## config.mk

```make
export PLATFORM = sky130hd
export DESIGN_NAME = json_string_byte_escaper_core
export DESIGN_NICKNAME = d
export VERILOG_FILES = /design/src/sv/jsbe_pkg.sv /design/src/sv/json_string_byte_escaper_core.sv
export SDC_FILE = /design/constraint.sdc
export NUM_CORES = 1
export LEC_CHECK = 0
export ABC_AREA = 1
export ABC_CLOCK_PERIOD_IN_PS = 10000
export BUFFER_PORTS_ARGS = -buffer_cell sky130_fd_sc_hd__buf_2
export CAP_MARGIN = 10
export CELL_PAD_IN_SITES_DETAIL_PLACEMENT = 0
export CELL_PAD_IN_SITES_GLOBAL_PLACEMENT = 1
export CORE_MARGIN = 10
export CORE_UTILIZATION = 25
export CTS_BUF_LIST = sky130_fd_sc_hd__clkbuf_4 sky130_fd_sc_hd__clkbuf_8 sky130_fd_sc_hd__clkbuf_16
export CTS_CLUSTER_SIZE = 28
export DETAILED_ROUTE_END_ITERATION = 10
export PLACE_DENSITY = 0.59
export SYNTH_ARGS = -nofsm -noshare
export SYNTH_HDL_FRONTEND = slang
export SYNTH_SLANG_ARGS = --single-unit
```

## constraint.sdc

```tcl
create_clock -name clk -period 10 [get_ports clk]
set_input_delay 1.5 -clock clk [delete_from_list [all_inputs] [get_ports clk]]
set_output_delay 1.5 -clock clk [all_outputs]
set_load 0.005 [all_outputs]
```

## src/sv/jsbe_pkg.sv

```systemverilog
// ----------------------------------------------------------------------------
// jsbe_pkg
// Shared constants, types and helpers for the JSON string byte escaper.
// ----------------------------------------------------------------------------
package jsbe_pkg;

  localparam int CNT_W   = 12;
  localparam int SEQ_MAX = 6;
  localparam int IDX_W   = 3;

  localparam logic [CNT_W-1:0] CAP_RESET = 12'd4095;
  localparam logic [CNT_W:0]   SLACK     = 13'd7;

  localparam logic [7:0] CH_NUL   = 8'h00;
  localparam logic [7:0] CH_LF    = 8'h0a;
  localparam logic [7:0] CH_QUOTE = 8'h22;
  localparam logic [7:0] CH_BSL   = 8'h5c;
  localparam logic [7:0] CH_ZERO  = 8'h30;
  localparam logic [7:0] CH_LA    = 8'h61;
  localparam logic [7:0] CH_N     = 8'h6e;
  localparam logic [7:0] CH_U     = 8'h75;
  localparam logic [7:0] CH_SPACE = 8'h20;
  localparam logic [7:0] CH_TILDE = 8'h7e;

  typedef logic [7:0]           byte_t;
  typedef byte_t [SEQ_MAX-1:0]  seq_t;
  typedef logic [CNT_W-1:0]     cnt_t;
  typedef logic [IDX_W-1:0]     idx_t;

  function automatic byte_t hex_digit(input logic [3:0] nib);
    byte_t d;
    if (nib < 4'd10) begin
      d = CH_ZERO + {4'd0, nib};
    end else begin
      d = CH_LA + {4'd0, nib} - 8'd10;
    end
    return d;
  endfunction

endpackage

```

## src/sv/json_string_byte_escaper_core.sv

```systemverilog
// ----------------------------------------------------------------------------
// json_string_byte_escaper_core
// Escapes a byte stream for a JSON string body, capacity-limited, with a
// terminator word carrying the output length.
// ----------------------------------------------------------------------------
//  channel | direction | payload
//  in_     | slave     | tdata[7:0] data_byte, tlast last_in
//  out_    | master    | tdata[7:0] out_byte, [19:8] out_length; tlast end_of_string
//  cfg_    | slave     | data[11:0] output_capacity, always ready
//
//  An input word is registered, escaped combinationally into a sequence buffer,
//  then drained at one word per cycle while out_tready is high; the escape
//  length plus the terminator gives 1 to 7 words; words that emit none skip it.
//  The next sequence loads in the cycle the previous one's final word leaves.
//  rst_n is synchronous; it clears count, stop flag and valids, and sets the
//  capacity to 4095.
// ----------------------------------------------------------------------------
module json_string_byte_escaper_core (
  input  logic                 clk,
  input  logic                 rst_n,
  input  logic                 in_tvalid,
  output logic                 in_tready,
  input  logic [7:0]           in_tdata,   // [7:0] data_byte
  input  logic                 in_tlast,   // last_in
  output logic                 out_tvalid,
  input  logic                 out_tready,
  output logic [23:0]          out_tdata,  // [7:0] out_byte, [19:8] out_length
  output logic                 out_tlast,  // end_of_string
  input  logic                 cfg_valid,
  output logic                 cfg_ready,
  input  logic [jsbe_pkg::CNT_W-1:0] cfg_data  // output_capacity
);
  import jsbe_pkg::*;

  cnt_t  cap_r;
  logic  in_vld_r;
  byte_t in_data_r;
  logic  in_last_r;
  cnt_t  cnt_r, cnt_nxt;
  logic  halt_r, halt_nxt;

  logic  buf_vld_r;
  seq_t  seq_r, seq_nxt;
  idx_t  n_r, n_nxt;
  idx_t  tot_r, tot_nxt;
  idx_t  idx_r;
  cnt_t  len_r, len_nxt;

  logic  adv, out_fire, buf_free, final_word;
  logic  full;
  cnt_t  cnt_sum;

  assign cfg_ready = 1'b1;

  assign full = ({1'b0, cnt_r} + SLACK) >= {1'b0, cap_r};

  always_comb begin
    seq_nxt  = '0;
    n_nxt    = '0;
    halt_nxt = halt_r;
    if (!halt_r) begin
      if (in_data_r == CH_NUL || full) begin
        halt_nxt = 1'b1;
      end else if (in_data_r == CH_QUOTE || in_data_r == CH_BSL) begin
        seq_nxt[0] = CH_BSL;
        seq_nxt[1] = in_data_r;
        n_nxt      = 3'd2;
      end else if (in_data_r == CH_LF) begin
        seq_nxt[0] = CH_BSL;
        seq_nxt[1] = CH_N;
        n_nxt      = 3'd2;
      end else if (in_data_r < CH_SPACE || in_data_r > CH_TILDE) begin
        seq_nxt[0] = CH_BSL;
        seq_nxt[1] = CH_U;
        seq_nxt[2] = CH_ZERO;
        seq_nxt[3] = CH_ZERO;
        seq_nxt[4] = hex_digit(in_data_r[7:4]);
        seq_nxt[5] = hex_digit(in_data_r[3:0]);
        n_nxt      = 3'd6;
      end else begin
        seq_nxt[0] = in_data_r;
        n_nxt      = 3'd1;
      end
    end
    cnt_sum = cnt_r + {{(CNT_W-IDX_W){1'b0}}, n_nxt};
    tot_nxt = n_nxt + {2'd0, in_last_r};
    len_nxt = cnt_sum;
    cnt_nxt = cnt_sum;
    if (in_last_r) begin
      cnt_nxt  = '0;
      halt_nxt = 1'b0;
    end
  end

  assign out_fire   = out_tvalid && out_tready;
  assign final_word = (idx_r == tot_r - 3'd1);
  assign buf_free   = !buf_vld_r || (out_fire && final_word);
  assign adv        = in_vld_r && (tot_nxt == '0 || buf_free);
  assign in_tready  = !in_vld_r || adv;

  always_ff @(posedge clk) begin
    if (!rst_n) begin
      cap_r     <= CAP_RESET;
      in_vld_r  <= 1'b0;
      cnt_r     <= '0;
      halt_r    <= 1'b0;
      buf_vld_r <= 1'b0;
      idx_r     <= '0;
    end else begin
      if (cfg_valid && cfg_ready) begin
        cap_r <= cfg_data;
      end
      if (in_tready) begin
        in_vld_r <= in_tvalid;
      end
      if (adv) begin
        cnt_r  <= cnt_nxt;
        halt_r <= halt_nxt;
      end
      if (adv && tot_nxt != '0) begin
        buf_vld_r <= 1'b1;
        idx_r     <= '0;
      end else if (out_fire) begin
        if (final_word) begin
          buf_vld_r <= 1'b0;
          idx_r     <= '0;
        end else begin
          idx_r <= idx_r + 3'd1;
        end
      end
    end
  end

  always_ff @(posedge clk) begin
    if (in_tready && in_tvalid) begin
      in_data_r <= in_tdata;
      in_last_r <= in_tlast;
    end
    if (adv && tot_nxt != '0) begin
      seq_r <= seq_nxt;
      n_r   <= n_nxt;
      tot_r <= tot_nxt;
      len_r <= len_nxt;
    end
  end

  logic  term;
  byte_t cur_byte;

  assign term       = buf_vld_r && (idx_r == n_r);
  assign cur_byte   = (idx_r < n_r) ? seq_r[idx_r] : CH_NUL;
  assign out_tvalid = buf_vld_r;
  assign out_tlast  = term;
  assign out_tdata  = {4'd0, (term ? len_r : cnt_t'(0)), cur_byte};

  a_idx_in_range: assert property (@(posedge clk) disable iff (!rst_n)
    buf_vld_r |-> (idx_r < tot_r))
    else $error("sequence index past end");

  a_term_zero: assert property (@(posedge clk) disable iff (!rst_n)
    out_tlast |-> (out_tdata[7:0] == CH_NUL))
    else $error("terminator byte not zero");

  a_no_load_busy: assert property (@(posedge clk) disable iff (!rst_n)
    (buf_vld_r && !out_fire) |=> $stable(idx_r) && buf_vld_r)
    else $error("sequence advanced without a handshake");

  a_term_clears: assert property (@(posedge clk) disable iff (!rst_n)
    (adv && in_last_r) |=> (cnt_r == '0) && !halt_r)
    else $error("count not cleared after terminator");

endmodule

```

======== Word level (Yosys, flattened, before mapping) ========
Cells that the tools add are included.
storage, ports and cells
  flip-flop bits (word level) ............. 105
  latch bits .............................. 0
  bits in writable memories ............... 0
  memory bits (read-only) ................. 0
  input port bits ......................... 26
  output and inout port bits .............. 28
  word-level logic and storage cells ...... 91
  memories ................................ 0
cells by class
  add/subtract/negate cells ............... 11
  $mul .................................... 0
  divide/modulo/power cells ............... 0
  order comparisons ....................... 7
  equal/unequal tests ..................... 5
  shift operators ......................... 0
  mux-type cells .......................... 23
  bitwise gates (word level) .............. 2
  reduce and logical (&&, ||, !) cells .... 25
operators with widths
  kind                                                                    number
  8-bit 2-to-1 mux                                                        5
  16-bit 2-to-1 mux                                                       2
  8-bit binary-select mux with 3-bit select                               1
  12-bit 2-to-1 mux                                                       2
  22-bit 2-to-1 mux                                                       1
  3-bit 2-to-1 mux                                                        6
  7-bit by 4-bit adder with 8-bit output (first input constant)           2
  8-bit by 4-bit subtractor with 8-bit output (second input constant)     2
  6-bit by 4-bit adder with 7-bit output (first input constant)           2
  12-bit by 3-bit adder with 13-bit output (second input constant)        1
  13-bit by 12-bit greater-or-equal comparator with 1-bit output          1
  12-bit by 3-bit adder with 12-bit output                                1
  5-bit OR reduction                                                      2
  8-bit by 4-bit equality test with 1-bit output (second input constant)  1
  8-bit by 6-bit equality test with 1-bit output (second input constant)  1
  8-bit by 7-bit equality test with 1-bit output (second input constant)  1
  8-bit by 7-bit > comparator with 1-bit output (second input constant)   1
  8-bit zero test                                                         1
  4-bit < comparator (second input constant)                              2
  8-bit by 6-bit < comparator with 1-bit output (second input constant)   1
  3-bit equality test                                                     2
  1-bit logical AND                                                       6
  1-bit logical OR                                                        6
  1-bit 2-to-1 mux                                                        6
  13 further kinds                                                        17

======== Depth between registers and ports, before layout ========
Gate-level depths: netlist of run 1.
  word-level depth ........................ 14
  depth in mapped cells ................... 28
  gate-level depth less buffers ........... 28

======== Least setup slack after synthesis of run 1 ========
No wires, ideal clock.
  path type ............................... reg-to-output
  from .................................... register cnt_r[1]
  to ...................................... output port in_tready
  arrival time ............................ 2.965 ns
  data required time ...................... 8.500 ns
  path slack .............................. 5.535 ns
  cell stages (with the launch flop) ...... 21
  path buffers ............................ 0
  path through ............................ dfxtp_1 -> inv_1 -> ha_1 -> nand2_1 -> nand4_1 -> xor2_1 -> ha_1 -> nand2_1 -> inv_1 -> o21ai_0 -> nand3_2 -> nor2_8 -> nand2_1 -> nor2_1 -> ha_1 -> inv_1 -> nand4_1 -> nand2_2 -> o21bai_4 -> inv_1 -> nand2_1
between the ends
  cells in the longest elaborated chain, start to end .. 10
RTL lines
  what                                                            line                                  RTL
  start: declaration                                              json_string_byte_escaper_core.sv:39   cnt_t cnt_r, cnt_nxt;
  start signal: assignment                                        json_string_byte_escaper_core.sv:117  cnt_r <= cnt_nxt;
  12-bit by 3-bit adder with 13-bit output                        json_string_byte_escaper_core.sv:55   assign full = ({1'b0, cnt_r} + SLACK) >= {1'b0, cap_r};
  13-bit by 12-bit greater-or-equal comparator with 1-bit output  json_string_byte_escaper_core.sv:55
  1-bit logical OR                                                json_string_byte_escaper_core.sv:62   if (in_data_r == CH_NUL || full) begin
  3-bit 2-to-1 mux                                                json_string_byte_escaper_core.sv:62
  3-bit 2-to-1 mux                                                json_string_byte_escaper_core.sv:61   if (!halt_r) begin
  via n_nxt[1]                                                    json_string_byte_escaper_core.sv:44   idx_t n_r, n_nxt;
  3-bit by 1-bit adder with 3-bit output                          json_string_byte_escaper_core.sv:86   tot_nxt = n_nxt + {2'd0, in_last_r};
  via tot_nxt[2]                                                  json_string_byte_escaper_core.sv:45   idx_t tot_r, tot_nxt;
  3-bit zero test                                                 json_string_byte_escaper_core.sv:98   assign adv = in_vld_r && (tot_nxt == '0 || buf_free);
  1-bit logical OR                                                json_string_byte_escaper_core.sv:98
  1-bit logical AND                                               json_string_byte_escaper_core.sv:98
  1-bit logical OR                                                json_string_byte_escaper_core.sv:99   assign in_tready = !in_vld_r || adv;
  end: declaration                                                json_string_byte_escaper_core.sv:22   output logic in_tready,
The timed path passes the listed nets, and every way through them passes these cells.

======== Worst setup path in the final report of run 1 ========
  from .................................... register cnt_r[5]
  to ...................................... output port in_tready
The elaborated chain is that of the path after synthesis.

==> run_results.csv, run 1 <==
group,metric,value,unit
sta,max_freq,178,MHz
critical_path,required,8.50,ns
die,die_h,162,microns
yosys,ys_seq_area_share,46.6,%
power_and_ir_drop,netSwitchingFraction,25.9,%
clocking,tritoncts,"built",
sta,period_needed,5.61,ns
global_route,grt_first_pass_wirelength,20.0,mm
die,chipWidth,162,microns
power_and_ir_drop,intPower,0.717,mW
die,dieArea,26200,sq um
global_route,globalRouteTotalUtil,9.46,%
status,status,"completed",
die,io_pins,54,
flow_run,drv_cap,0,
cells_and_area,drive_above_1_share,12.8,%
critical_path,crit_fanout,12,
global_route,antenna_found_initial,0,
cells_and_area,fill_cells,2094,
detailed_routing,vias,3867,
power_and_ir_drop,power_density,165,nW/um^2
worst_hold_path,holdCritPathClass,"reg2reg",
cells_and_area,syn2layout_area_growth,16.6,%
yosys,yosys_warnings,0,
global_route,grt_pass1_vias,3836,
sta,rsz0062_at_grt,"false",
yosys,synthFlopType,"edfxtp_1",
die,coreArea,19600,sq um
global_route,grt_max_degree,38,
yosys,yosys-top-cells-count,"nand2_1 (112), inv_1 (98), nor2_1 (96)",
power_and_ir_drop,ir_worst_vdd,72.4,uV
clocking,cts_resized,0,
detailed_routing,drc,0,
placement,port_buffers,48,
die,start_util,25.7,%
yosys,ys_types,43,
cells_and_area,diodes,0,
sta,max_slew_margin,49.5,%
critical_path,cp.arrival,4.11,ns
critical_path,startpoint_type,"flop",
sta,slew_violations,0,
yosys,synthArstFlopShare,0,%
yosys,syn_inst,607,
sta,finalCritPeriodShare,56.1,%
yosys,synth_most_common_cell,"nand2_1",
clocking,cts-root-buf,"clkbuf_16",
detailed_routing,vias_per_cell,4.19,
power_and_ir_drop,sequentialPowerShare,45.2,%
clocking,cts_inserted_buffers,9,
detailed_routing,wl_per_cell,13.2,microns
sta,hold_slack,0.469,ns
clocking,insertion_delay,0.34,ns
cells_and_area,nets,709,
clocking,cts_hold_repair.buffers,0,
sta,final.setup.tns,0,ns
detailed_routing,dr.first_iter.drc_count,237,
placement,hpwlAfterDp,9.38,mm
placement,routabilityCongestion,0.882,
sta,fin_skew,0.00582,ns
critical_path,endpoint_kind,"output port",
global_route,grt_overflow,0,
power_and_ir_drop,pwr-share-clk,39.8,%
sta,hold_viol_final,0,
clocking,cts.path.max_buffers,2,
yosys,synth_largest_area_cell,"edfxtp_1",
yosys,synth_area,5030,sq um
yosys,ys_seq_elements,88,
detailed_routing,ant_nets,0,
detailed_routing,wirelength,12.2,mm
clocking,clock_sinks,88,
power_and_ir_drop,p_comb_share,15.0,%
power_and_ir_drop,p_switching,0.251,mW
clocking,h-tree-depth,3,
die,rows,51,
clocking,path_clk_slew,0.06,ns
sta,setup_viol,0,
yosys,synth_edf_count,58,
critical_path,worstSetupPathType,"reg2out",
sta,tightest_slew,0.756,ns
power_and_ir_drop,cellLeakagePower,2.78,nW
yosys,synth_area_per_cell,8.28,sq um
clocking,cts_setup_buffers,0,
yosys,synthTopCellsByArea,"edfxtp_1 (35%), dfxtp_1 (12%), nand2_1 (8.4%), ha_1 (7.5%), inv_1 (7.3%)",
detailed_routing,dr.pass1.iters,4,
yosys,synth_top_area_share,34.7,%
## layout make-up
type,instances,area (sq um),share of cell area (%)
Clock buffer,10,233,3.97
Sequential cell,88,2340,40.0
Clock inverter,6,108,1.84
Multi-Input combinational cell,402,2220,37.8
Timing Repair Buffer,49,248,4.23
Inverter,102,383,6.53
Tap cell,265,332,5.66
## per-layer routing
metal / share of wire (%) / vias to the layer above / wire, microns / track usage, %
met5: 0 / - / 0 / 0
met4: 1.1 / 0 / 135 / 4.22
met3: 4.5 / 12 / 544 / 1.82
met2: 43 / 88 / 5250 / 14.0
met1: 51 / 1741 / 6260 / 13.1
li1: - / 2026 / - / -
## cell usage in the layout (no fill, tap or decap), drive strengths merged, types with 21 or more instances in the layout
cell | netlist | layout
inv | 100 | 99
buf | 9 | 49
xor2 | 21 | 21
nand3 | 22 | 22
nand2 | 117 | 117
ha | 30 | 30
nor2 | 100 | 100
a21oi | 43 | 43
o21ai | 29 | 29
dfxtp | 30 | 30
edfxtp | 58 | 58
## through the flow
stage / std cells / setup WS [ns] / power, mW / cell area, sq um / utilization [%]
after CTS: 922 / 4.37 / 0.982 / 5860 / 29.9
after detailed placement: 906 / 4.76 / 0.594 / 5520 / 28.2
final: 922 / 4.39 / 0.968 / 5860 / 29.9
after floorplan: 612 / 5.54 / 0.548 / 5040 / -
after global routing: 922 / 3.95 / 1.02 / 5860 / 29.9
after global placement: 906 / 4.85 / 0.591 / 5520 / 28.2
## flip-flops by register name, indices dropped and copies added, names as in the netlist, 3 cells and up
signal	flops
seq_r	31
cap_r	12
cnt_r	12
len_r	12
in_data_r	8
idx_r	3
n_r	3
tot_r	3
## power by group through the flow
stage / logic [mW] / registers (mW) / clock network [mW]
final: 0.146 / 0.438 / 0.385
after global routing: 0.170 / 0.441 / 0.411
after CTS: 0.149 / 0.438 / 0.396
after detailed placement: 0.148 / 0.446 / 0
after global placement: 0.146 / 0.445 / 0
after floorplan: 0.109 / 0.439 / 0
## worst max-delay path, cell delays in order (launching register included)
cell      delay [ns]
dfxtp_1         0.43
nand2_1         0.11
nor3_1          0.31
nand2_1         0.15
nor3_1          0.19
xor2_1          0.20
ha_1            0.26
and3_1          0.19
nand2_1         0.08
nor2_2          0.07
nor2_8          0.14
nand2_1         0.22
nor2_1          0.29
ha_1            0.24
inv_1           0.05
nand4_1         0.10
nand2_2         0.10
o21bai_4        0.31
inv_1           0.07
nand2_1         0.13
buf_2           0.14
## kinds of logic (layout without fill, tap and decap cells)
| group | Yosys count | count (layout) | share of synthesized area, % |
|---|---|---|---|
| AOI/OAI and AO/OA | 81 | 81 | 9.04 |
| DFF | 88 | 88 | 46.6 |
| other | 2 | 7 | 0.149 |
| adders and majority gates | 31 | 31 | 7.87 |
| and+or+nand+nor | 260 | 260 | 22.7 |
| buffers and inverters | 122 | 167 | 9.68 |
| xor gates and xnor gates | 23 | 23 | 4.01 |
## worst paths after layout
check	start	endpoint	slack, ns	cells after the start
min reg2reg	cap_r[0]	cap_r[0]	0.47	2
min	cap_r[0]	cap_r[0]	0.47	2
max	cnt_r[5]	in_tready	4.39	20
max reg2reg	cnt_r[5]	cnt_r[10]	5.45	23
Power figures use the tool's default switching activity.
==> run 2: changes to the inputs <==
--- a/config.mk
+++ b/config.mk
@@ -6,7 +6,7 @@
 export NUM_CORES = 1
 export LEC_CHECK = 0
 export ABC_AREA = 1
-export ABC_CLOCK_PERIOD_IN_PS = 10000
+export ABC_CLOCK_PERIOD_IN_PS = 5350
 export BUFFER_PORTS_ARGS = -buffer_cell sky130_fd_sc_hd__buf_2
 export CAP_MARGIN = 10
 export CELL_PAD_IN_SITES_DETAIL_PLACEMENT = 0
==> constraint.sdc (replaced) <==
create_clock -name clk -period 5.35 [get_ports clk]
set_input_delay 0.8025 -clock clk [delete_from_list [all_inputs] [get_ports clk]]
set_output_delay 0.8025 -clock clk [all_outputs]
set_load 0.005 [all_outputs]
==> run 2 against run 1 <==
Routed wire length grew 3.4%. Non-clock buffer count grew 3. Flip-flop and latch count is the same. Total power grew 88%. Via count grew 1.4%. Highest routed layer unchanged.
==> run_results.csv, run 2 (synthesis gave the netlist of run 1 again) <==
group,metric,value,unit
status,status,"completed",
global_route,grt_overflow,0,
cells_and_area,diodes,0,
sta,rsz0062_at_grt,"false",
die,chipWidth,162,microns
sta,final.setup.tns,0,ns
flow_run,drv_cap,0,
die,coreArea,19600,sq um
clocking,h-tree-depth,3,
critical_path,endpoint_kind,"output port",
clocking,path_clk_slew,0.06,ns
die,rows,51,
clocking,cts.path.max_buffers,2,
critical_path,worstSetupPathType,"reg2out",
sta,finalCritPeriodShare,90.6,%
detailed_routing,wirelength,12.6,mm
detailed_routing,wl_met2,5.36,mm
detailed_routing,vias,3921,
clocking,cts_resized,0,
sta,hold_slack,0.469,ns
die,io_pins,54,
clocking,clock_sinks,88,
critical_path,startpoint_type,"flop",
cells_and_area,largest-register,"seq_r",
die,die_h,162,microns
detailed_routing,dr.pass1.iters,5,
clocking,cts_inserted_buffers,9,
detailed_routing,highest_layer,"met4",
clocking,tritoncts,"built",
cells_and_area,syn2layout_area_growth,17.0,%
die,dieArea,26200,sq um
cells_and_area,regArea,2340,sq um
sta,period_needed,4.85,ns
detailed_routing,wl_per_cell,13.6,microns
power_and_ir_drop,cellLeakagePower,2.79,nW
cells_and_area,final_util,30.0,%
placement,hpwlAfterDp,9.66,mm
sta,fin_skew,0.00727,ns
sta,max_slew_margin,60.7,%
sta,setup_slack,0.503,ns
global_route,grt_max_degree,34,
sta,tightest_slew,0.585,ns
critical_path,crit_fanout,10,
cells_and_area,layout.cells.most_common,"nand2_1",
cells_and_area,fill_cells,2125,
power_and_ir_drop,power_density,309,nW/um^2
detailed_routing,dr_wl_met3,515,microns
detailed_routing,met1Wirelength,6.46,mm
placement,port_buffers,48,
sta,slew_violations,0,
detailed_routing,dr.first_iter.drc_count,215,
global_route,antenna_found_initial,0,
worst_hold_path,holdCritPathClass,"reg2reg",
detailed_routing,drc,0,
placement,routabilityCongestion,0.864,
global_route,grt_first_pass_wirelength,20.4,mm
cells_and_area,multiInputGateArea,2220,sq um
die,start_util,25.7,%
sta,max_freq,206,MHz
power_and_ir_drop,ir_worst_vdd,155,uV
cells_and_area,nets,712,
sta,setup_viol,0,
critical_path,required,4.55,ns
critical_path,cp.arrival,4.04,ns
cells_and_area,drive_above_1_share,13.0,%
cells_and_area,mostFrequentLayoutCells,"nand2_1 (112), inv_1 (97), nor2_1 (96)",
clocking,insertion_delay,0.35,ns
sta,hold_viol_final,0,
cells_and_area,largest_register_ffs,31,
detailed_routing,vias_per_cell,4.24,
global_route,globalRouteTotalUtil,9.72,%
detailed_routing,ant_nets,0,
global_route,grt_pass1_vias,3873,
clocking,cts-root-buf,"clkbuf_16",
placement,dp_slack,0.598,ns
run 2: per-stage QoR:
stage	std cells	instance area (sq um)	power (mW)
2_1_floorplan	612	5040	1.02
3_3_place_gp	907	5530	1.11
3_5_place_dp	907	5530	1.11
4_1_cts	923	5860	1.83
5_1_grt	925	5880	1.91
6_report	925	5880	1.82
run 2: critical path, stage by stage (launching register included):
cell      delay, ns
dfxtp_1        0.36
inv_1          0.11
ha_1           0.26
nand2_1        0.12
nand4_1        0.12
xor2_1         0.19
ha_1           0.29
nand2_1        0.07
inv_1          0.03
o21ai_0        0.21
nand3_2        0.16
nor2_8         0.19
nand2_1        0.23
nor2_1         0.28
ha_1           0.24
inv_1          0.05
nand4_1        0.10
nand2_2        0.12
o21bai_4       0.22
inv_1          0.06
nand2_1        0.11
buf_2          0.14
run 2: path summary, 6_finish.rpt:
| path | start | to | slack, ns | depth (start not counted) |
|---|---|---|---|---|
| min reg2reg | cap_r[0] | cap_r[0] | 0.47 | 2 |
| max reg2reg | cnt_r[1] | seq_r[36] | 0.65 | 22 |
| max | cnt_r[1] | in_tready | 0.50 | 21 |
| min | cap_r[0] | cap_r[0] | 0.47 | 2 |
run 2: final cells by class:
class / instances / area share (%)
timing repair buffer: 52 / 4.60
clock buffer: 9 / 3.83
clock inverter: 7 / 1.87
sequential: 88 / 39.8
tap: 265 / 5.64
multi-input combinational: 402 / 37.7
inverter: 102 / 6.51
run 2: per-layer routing:
layer | GRT usage, % | vias up
li1 | - | 2030
met1 | 13.2 | 1790
met2 | 14.4 | 80
met3 | 1.85 | 21
met4 | 5.05 | 0
met5 | 0 | -
run 2: timing repair:
item,in CTS,in global routing
setup buffers,0,2
setup endpoints to repair,0,1
hold buffers,0,0
run 2: report_power, final:
part	internal [mW]	total [mW]	switching [mW]
logic	0.0959	0.282	0.186
clock network	0.452	0.717	0.265
registers	0.787	0.816	0.0290
total	1.34	1.82	0.480
